### src/design/mart_pkg.sv
// Package for the MAC address remap table: sizes, generator constants,
// outcome codes, register indexes, sequencer states and the generator control struct.
// No dependencies.
`default_nettype none
package mart_pkg;

   localparam int TABLE_DEPTH = 16;
   localparam int MAC_W       = 48;
   localparam int CNT_W       = $clog2(TABLE_DEPTH + 1);
   localparam int ADDR_W      = (TABLE_DEPTH > 1) ? $clog2(TABLE_DEPTH) : 1;
   localparam int CSR_IDX_W   = 2;
   localparam int CSR_DATA_W  = 32;
   localparam int GEN_W       = 32;
   localparam int MAC_BYTES   = 6;

   localparam logic [GEN_W-1:0] LCG_MUL = 32'd1664525;
   localparam logic [GEN_W-1:0] LCG_ADD = 32'd1013904223;

   localparam logic [7:0] FIRST_BYTE_MASK = 8'hFE;
   localparam logic [7:0] FIRST_BYTE_SET  = 8'h02;
   localparam logic [7:0] MCAST_B0        = 8'h01;
   localparam logic [7:0] MCAST_B1        = 8'h00;
   localparam logic [7:0] MCAST_B2        = 8'h5E;
   localparam logic [MAC_W-1:0] BCAST_MAC = 48'hFFFF_FFFF_FFFF;

   localparam logic [CSR_IDX_W-1:0] CSR_SEED   = 2'd0;
   localparam logic [CSR_IDX_W-1:0] CSR_FILTER = 2'd1;

   typedef enum logic [2:0] {
      OUT_HIT_ORIG = 3'd0,
      OUT_HIT_REPL = 3'd1,
      OUT_NEW      = 3'd2,
      OUT_FULL     = 3'd3,
      OUT_FILTERED = 3'd4
   } outcome_type;

   typedef enum logic [2:0] {
      ST_IDLE,
      ST_CHECK,
      ST_SEARCH,
      ST_GEN,
      ST_WRITE,
      ST_RESP
   } state_type;

   typedef struct packed {
      logic             load;
      logic             step;
      logic [GEN_W-1:0] seed;
   } lcg_ctrl_type;

endpackage
`default_nettype wire

### src/design/mart_lcg.sv
// Generator unit: 32-bit linear congruential state, one step per cycle on step.
// Depends on mart_pkg.
`default_nettype none
module mart_lcg (
   input  wire logic                clock,
   input  wire logic                reset,
   input  wire mart_pkg::lcg_ctrl_type ctrl,
   output logic [7:0]               step_byte
);
   import mart_pkg::*;

   logic [GEN_W-1:0] state_ff;
   logic [GEN_W-1:0] state_in;
   logic [GEN_W-1:0] next_state;

   assign next_state = state_ff * LCG_MUL + LCG_ADD;
   assign step_byte  = next_state[7:0];

   always_comb begin
      state_in = state_ff;
      if (ctrl.load) begin
         state_in = ctrl.seed;
      end else if (ctrl.step) begin
         state_in = next_state;
      end
   end

   always_ff @(posedge clock) begin
      if (reset) begin
         state_ff <= '0;
      end else begin
         state_ff <= state_in;
      end
   end

endmodule
`default_nettype wire

### src/design/mac_address_remap_table_unit.sv
// Top level of the MAC address remap table: sequencer, entry memory, filter.
// Depends on mart_pkg and mart_lcg.
//
//   channel  | handshake              | payload
//   ---------+------------------------+------------------------------
//   request  | req_valid / req_ready  | req_mac_in[47:0]
//   response | rsp_valid / rsp_ready  | rsp_mac_out[47:0], rsp_outcome[2:0]
//   csr      | csr_we                 | csr_index[1:0], csr_wdata[31:0]
//
// One transaction at a time: req_ready is high only while idle.
// A filtered address goes from the check state straight to the response. Search: one entry per
// cycle through the registered memory read; a new entry adds 6 generator steps and
// then a write state before the response.
// Reset clears the entry count, loads the generator with 0 and enables the filter.
// A stalled response holds until rsp_ready.
`default_nettype none
module mac_address_remap_table_unit (
   input  wire logic                               clock,
   input  wire logic                               reset,
   input  wire logic                               req_valid,
   output logic                                    req_ready,
   input  wire logic [mart_pkg::MAC_W-1:0]         req_mac_in,
   output logic                                    rsp_valid,
   input  wire logic                               rsp_ready,
   output logic [mart_pkg::MAC_W-1:0]              rsp_mac_out,
   output logic [2:0]                              rsp_outcome,
   input  wire logic                               csr_we,
   input  wire logic [mart_pkg::CSR_IDX_W-1:0]     csr_index,
   input  wire logic [mart_pkg::CSR_DATA_W-1:0]    csr_wdata
);
   import mart_pkg::*;

   state_type         state_ff, state_in;
   logic [MAC_W-1:0]  mac_ff, mac_in;
   logic [MAC_W-1:0]  res_ff, res_in;
   outcome_type       code_ff, code_in;
   logic [CNT_W-1:0]  count_ff, count_in;
   logic [CNT_W-1:0]  idx_ff, idx_in;
   logic              rd_vld_ff, rd_vld_in;
   logic [2:0]        gen_cnt_ff, gen_cnt_in;
   logic              filter_ff, filter_in;

   logic [MAC_W-1:0]  orig_mem [TABLE_DEPTH];
   logic [MAC_W-1:0]  repl_mem [TABLE_DEPTH];
   logic [MAC_W-1:0]  orig_rd_ff;
   logic [MAC_W-1:0]  repl_rd_ff;
   logic              mem_we;

   lcg_ctrl_type      lcg_ctrl;
   logic [7:0]        step_byte;
   logic [7:0]        gen_byte;
   logic              is_filtered;

   function automatic logic filter_hit(input logic [MAC_W-1:0] mac);
      logic [2:0] zeros;
      zeros = '0;
      for (int i = 0; i < MAC_BYTES; i++) begin
         if (mac[8*i +: 8] == 8'd0) begin
            zeros = zeros + 3'd1;
         end
      end
      return (mac == BCAST_MAC) ||
             (mac[47:40] == MCAST_B0 && mac[39:32] == MCAST_B1 && mac[31:24] == MCAST_B2) ||
             (zeros > 3'd1);
   endfunction

   mart_lcg u_lcg (
      .clock     (clock),
      .reset     (reset),
      .ctrl      (lcg_ctrl),
      .step_byte (step_byte)
   );

   assign is_filtered = filter_ff && filter_hit(mac_ff);
   assign gen_byte    = (gen_cnt_ff == 3'd0) ?
                        ((step_byte & FIRST_BYTE_MASK) | FIRST_BYTE_SET) : step_byte;

   assign req_ready   = (state_ff == ST_IDLE);
   assign rsp_valid   = (state_ff == ST_RESP);
   assign rsp_mac_out = res_ff;
   assign rsp_outcome = code_ff;

   always_comb begin
      state_in      = state_ff;
      mac_in        = mac_ff;
      res_in        = res_ff;
      code_in       = code_ff;
      count_in      = count_ff;
      idx_in        = idx_ff;
      rd_vld_in     = 1'b0;
      gen_cnt_in    = gen_cnt_ff;
      filter_in     = filter_ff;
      mem_we        = 1'b0;
      lcg_ctrl.load = 1'b0;
      lcg_ctrl.step = 1'b0;
      lcg_ctrl.seed = csr_wdata;

      if (csr_we) begin
         case (csr_index)
            CSR_SEED:   lcg_ctrl.load = 1'b1;
            CSR_FILTER: filter_in     = csr_wdata[0];
            default:    ;
         endcase
      end

      case (state_ff)
         ST_IDLE: begin
            if (req_valid) begin
               mac_in   = req_mac_in;
               state_in = ST_CHECK;
            end
         end
         ST_CHECK: begin
            idx_in = '0;
            if (is_filtered) begin
               res_in   = mac_ff;
               code_in  = OUT_FILTERED;
               state_in = ST_RESP;
            end else begin
               state_in = ST_SEARCH;
            end
         end
         ST_SEARCH: begin
            if (rd_vld_ff && orig_rd_ff == mac_ff) begin
               res_in   = repl_rd_ff;
               code_in  = OUT_HIT_ORIG;
               state_in = ST_RESP;
            end else if (rd_vld_ff && repl_rd_ff == mac_ff) begin
               res_in   = repl_rd_ff;
               code_in  = OUT_HIT_REPL;
               state_in = ST_RESP;
            end else if (idx_ff < count_ff) begin
               rd_vld_in = 1'b1;
               idx_in    = idx_ff + 1'b1;
            end else if (!rd_vld_ff) begin
               if (count_ff < CNT_W'(TABLE_DEPTH)) begin
                  gen_cnt_in = '0;
                  state_in   = ST_GEN;
               end else begin
                  res_in   = mac_ff;
                  code_in  = OUT_FULL;
                  state_in = ST_RESP;
               end
            end
         end
         ST_GEN: begin
            lcg_ctrl.step = 1'b1;
            res_in        = {res_ff[MAC_W-9:0], gen_byte};
            gen_cnt_in    = gen_cnt_ff + 3'd1;
            if (gen_cnt_ff == 3'(MAC_BYTES - 1)) begin
               state_in = ST_WRITE;
            end
         end
         ST_WRITE: begin
            mem_we   = 1'b1;
            count_in = count_ff + 1'b1;
            code_in  = OUT_NEW;
            state_in = ST_RESP;
         end
         ST_RESP: begin
            if (rsp_ready) begin
               state_in = ST_IDLE;
            end
         end
         default: state_in = ST_IDLE;
      endcase
   end

   always_ff @(posedge clock) begin
      if (reset) begin
         state_ff  <= ST_IDLE;
         count_ff  <= '0;
         rd_vld_ff <= 1'b0;
         filter_ff <= 1'b1;
      end else begin
         state_ff  <= state_in;
         count_ff  <= count_in;
         rd_vld_ff <= rd_vld_in;
         filter_ff <= filter_in;
      end
   end

   always_ff @(posedge clock) begin
      mac_ff     <= mac_in;
      res_ff     <= res_in;
      code_ff    <= code_in;
      idx_ff     <= idx_in;
      gen_cnt_ff <= gen_cnt_in;
   end

   always_ff @(posedge clock) begin
      if (mem_we) begin
         orig_mem[count_ff[ADDR_W-1:0]] <= mac_ff;
         repl_mem[count_ff[ADDR_W-1:0]] <= res_ff;
      end
      orig_rd_ff <= orig_mem[idx_ff[ADDR_W-1:0]];
      repl_rd_ff <= repl_mem[idx_ff[ADDR_W-1:0]];
   end

endmodule
`default_nettype wire

### config.mk
export PLATFORM = sky130hd
export DESIGN_NAME = mac_address_remap_table_unit
export DESIGN_NICKNAME = d
export VERILOG_FILES = /design/src/design/mart_pkg.sv /design/src/design/mart_lcg.sv /design/src/design/mac_address_remap_table_unit.sv
export SDC_FILE = /design/constraint.sdc
export NUM_CORES = 2
export LEC_CHECK = 0
export BUFFER_PORTS_ARGS = -buffer_cell sky130_fd_sc_hd__buf_2
export CORE_MARGIN = 3
export CORE_UTILIZATION = 45
export DETAILED_ROUTE_END_ITERATION = 8
export GPL_TIMING_DRIVEN = 0
export SLEW_MARGIN = 20
export SYNTH_ARGS = -nofsm -noshare
export SYNTH_HDL_FRONTEND = slang
export SYNTH_SLANG_ARGS = --single-unit
### constraint.sdc
create_clock -name clock -period 19.08 [get_ports clock]
set_clock_uncertainty 0.05 [all_clocks]
set_input_delay 0 -clock clock [delete_from_list [all_inputs] [get_ports clock]]
set_output_delay 0 -clock clock [all_outputs]
set_load 0.05 [all_outputs]
==> results.md <==
- The worst setup path is launched from a flip-flop.
- In this run the post-CTS setup repair buffer count came out at 0.
- In the synthesized netlist the dominant register cell turns out to be sky130_fd_sc_hd__edfxtp_1.
- The detailed router finished its first iteration with 3946 violations.
- The detailed-route DRC error count is 0.
- The flow ran to the end, and the final reports show no timing, DRC or antenna violations.
- The cell area after technology mapping is 68980 um2.
- At the placement stage, the worst setup path has a slack of 13750 ps.
- Setup violations remaining at the end of the flow were counted as 0.
- The first global-routing pass estimated 276.9 mm of wire.
- The number of optimization iterations in the first detailed-route pass is 6.
- The overall routing resource usage is 24.51%.
- Max-cap violations in this run came to 0.
- The via-per-instance ratio is 5.829.
- The number of flops mapped to enable cells by yosys is 1643.
- Summed over all layers, the global routing overflow is 0.
- The share of post-route cells with drive strength above 1 is 19.47%.
- The initial antenna violation count came to 7.
- The number of gates resized after CTS was 0.
- The total via count after detailed routing is 38320.
- Counting distinct cell types in the post-synthesis netlist gives 66.
- For this run, asynchronously set or reset flops after synthesis account for 0%.
- The relative slew slack is 22.10%.
- After detailed routing, the average wire length per cell comes to 29.30 um.
- For this run, the post-layout net count is 4516.
- The port buffer count is 115.
- The clock sink count is 1757.
- The number of buffers inserted during clock tree synthesis is 180.
- The routed design has 192.6 mm of wire.
- After layout, the worst setup slack is 13630 ps.
- The die covers 158000 um2.
- The congestion estimate from routability-driven global placement came to 0.9391.
- In the finished design, the share of the clock period the worst path needs comes to 28.57%.
- The die width is 397.5 um.
- The cell count after synthesis came out at 3820.
- Yosys printed 0 warnings.
- The mean instance size in the synthesized netlist is 18.06 um2.
- The clock root buffer is sky130_fd_sc_hd__clkbuf_16.
- For the pin with the worst max-slew slack, the measured transition is 1169 ps.
- The clock insertion delay at the later pin of the skew report is 840 ps.
- Summed over all instances, the cell type with the most area after synthesis is sky130_fd_sc_hd__edfxtp_1.
- By area the synthesized netlist is led by sky130_fd_sc_hd__edfxtp_1 72%, sky130_fd_sc_hd__mux4_2 6.3%, sky130_fd_sc_hd__mux2i_1 4.8%.
- Of all nets on the critical path, the largest fanout is 17.
- The number of flip-flops and latches in the synthesized netlist is 1757.
- After layout, the minimum clock period comes to 5451 ps.
- After synthesis, the largest area contributor takes up 71.53% of total cell area.
- The total power density per cell area is 138.6 nW/um2.
- For this run, the top clock speed supported by timing is 0.1835 GHz.
- 140 I/O pins were placed.
- The count of nets left with antenna violations after detail routing is 0.
- The worst path required time is 19560 ps.
- Counting every net in the synthesized netlist gives 3951.
- The worst hold path belongs to the class input port to flip-flop.
- The worst setup path is captured at a flip-flop.
- The number of pins exceeding their max-slew limit in the final report was 0.
- Setup total negative slack on the finished layout was measured at 0 ps.
- The total area inside the core boundary comes to 152100 um2.
- The effective utilization at floorplan is 45.35%.
- The HPWL after detailed placement is 136.5 mm.
- The commonest non-fill, non-tap cell in the layout is sky130_fd_sc_hd__edfxtp_1.
- The endpoint arrival time on the critical path is 5930 ps.
- The die is 397.5 um tall.
- The number of global-route vias before repair is 38120.
- Of the synthesized area, sequential elements account for 74.84%.
- The worst-case IR drop observed on VDD is 0.08506 mV.
- The type of the worst setup path is flip-flop to flip-flop.
- The synthesis-to-layout area growth is 18.51%.
- After clock tree synthesis, the clock-pin slew on the worst setup and hold paths is 60 ps.
- After floorplanning, the core was divided into 143 placement rows.
- Hold repair after CTS inserted 126 buffers.
- TritonCTS built the clock tree.
- For this design the static power due to leakage is 27.03 nW.
- In the layout the commonest cells are 1643 x sky130_fd_sc_hd__edfxtp_1, 333 x sky130_fd_sc_hd__mux2i_1, 216 x sky130_fd_sc_hd__clkbuf_1.
- The clock passes through at most 3 buffers.
- Setup repair after global routing left no endpoint under its margin.
- The maximum number of pins on one net before global-route repair is 40.
- The H-tree generated during clock tree synthesis spans 4 levels.
- The total count of hold-check failures in the final report is 0.
-- path summary, 6_finish.rpt --
path	startpoint	to	slack [ps]	cells after the start
worst max register to register	mac_ff[5]	rsp_mac_out[20]	13630	18
worst min register to register	u_lcg.state_ff[6]	u_lcg.state_ff[6]	490	2
worst max-delay path	mac_ff[5]	rsp_mac_out[20]	13630	18
worst min-delay path	req_valid	mac_ff[46]	320	3
-- critical path, stage by stage, from the launching register on --
cell and delay [ps]:
sky130_fd_sc_hd__edfxtp_1 590, sky130_fd_sc_hd__clkbuf_1 410, sky130_fd_sc_hd__nor4_1 360, sky130_fd_sc_hd__and2_1 240, sky130_fd_sc_hd__inv_1 80, sky130_fd_sc_hd__ha_1 320
sky130_fd_sc_hd__inv_1 90, sky130_fd_sc_hd__a21o_1 190, sky130_fd_sc_hd__a31o_2 250, sky130_fd_sc_hd__ha_1 260, sky130_fd_sc_hd__nor2_1 170, sky130_fd_sc_hd__nor2_1 80
sky130_fd_sc_hd__ha_1 280, sky130_fd_sc_hd__a32oi_1 50, sky130_fd_sc_hd__o21ai_0 270, sky130_fd_sc_hd__o31ai_1 190, sky130_fd_sc_hd__a2111oi_4 690, sky130_fd_sc_hd__buf_4 330
sky130_fd_sc_hd__buf_4 240
-- Yosys cell counts (all sizes together), types with 4 or more instances --
master,number
fa,7
nand3,11
dfxtp,114
nand2b,5
and2,48
xor2,54
clkbuf,186
nand2,141
a21oi,111
mux4,192
edfxtp,1643
mux2,97
nor4,38
and3,5
o211ai,6
nor2,49
nor3b,4
a21o,6
inv,37
mux2i,333
a22oi,136
a221oi,96
xnor2,66
nand4,36
nor3,17
buf,56
a311oi,6
o21ai,243
ha,37
-- final cells by class --
type / count / area, um2
antenna: 4 / 10.01
inverter: 37 / 138.9
buffer: 242 / 989.7
fill: 11970 / 70340
clock buffer: 239 / 4887
tap: 2030 / 2540
timing repair buffer: 383 / 4104
clock inverter: 98 / 1066
multi-input combinational: 1784 / 16390
sequential: 1757 / 51620
-- routing by layer --
| layer | vias to the layer above | track usage [%] | part of all wire (%) |
|---|---|---|---|
| met1 | 19980 | 33.91 | 42 |
| met3 | 346 | 4.597 | 7.1 |
| met2 | 1493 | 39.17 | 48 |
| met5 | - | 0 | 0 |
| li1 | 16500 | - | - |
| met4 | 0 | 8.449 | 3.5 |
-- report_power, final --
part           leakage, nW  internal, W  switching [W]  total (W)
Clock                 2.87      0.00200        0.00150    0.00349
Sequential            15.7      0.00451       0.000285    0.00479
Combinational         8.42      0.00110        0.00194    0.00304
-- cell families (layout without fill, tap and decap cells) --
| group | count (synthesis) | in the layout | share of synthesized area [%] |
|---|---|---|---|
| flops | 1757 | 1757 | 74.84 |
| simple gates | 371 | 371 | 2.708 |
| xor+xnor | 120 | 120 | 1.524 |
| fa+ha+maj | 44 | 44 | 0.8743 |
| compound gates | 627 | 627 | 5.781 |
| buf+inv | 279 | 999 | 1.593 |
| mux | 622 | 622 | 12.68 |
| other cells | 0 | 4 | 0 |
-- state kept, by name, indices dropped and copies added (netlist names), 5 cells and up --
signal          cells
orig_mem          768
repl_mem          768
mac_ff             48
orig_rd_ff         48
repl_rd_ff         48
rsp_mac_out        48
u_lcg.state_ff      8
count_ff            5
idx_ff              5
-- per-stage QoR --
stage / area (um2) / power (W) / cells / util (%) / hold WS (ps)
2_1_floorplan: 68980 / 0.006612 / 3820 / - / 48.87
3_3_place_gp: 72090 / 0.007827 / 5965 / 47.40 / 126.9
3_5_place_dp: 74490 / 0.007869 / 6106 / 48.98 / 128.1
4_1_cts: 81710 / 0.01139 / 6569 / 53.73 / 244.7
5_1_grt: 81730 / 0.01177 / 6570 / 53.74 / 312.9
6_report: 81740 / 0.01133 / 6574 / 53.75 / 317.9
Power figures use the tool's default switching activity.
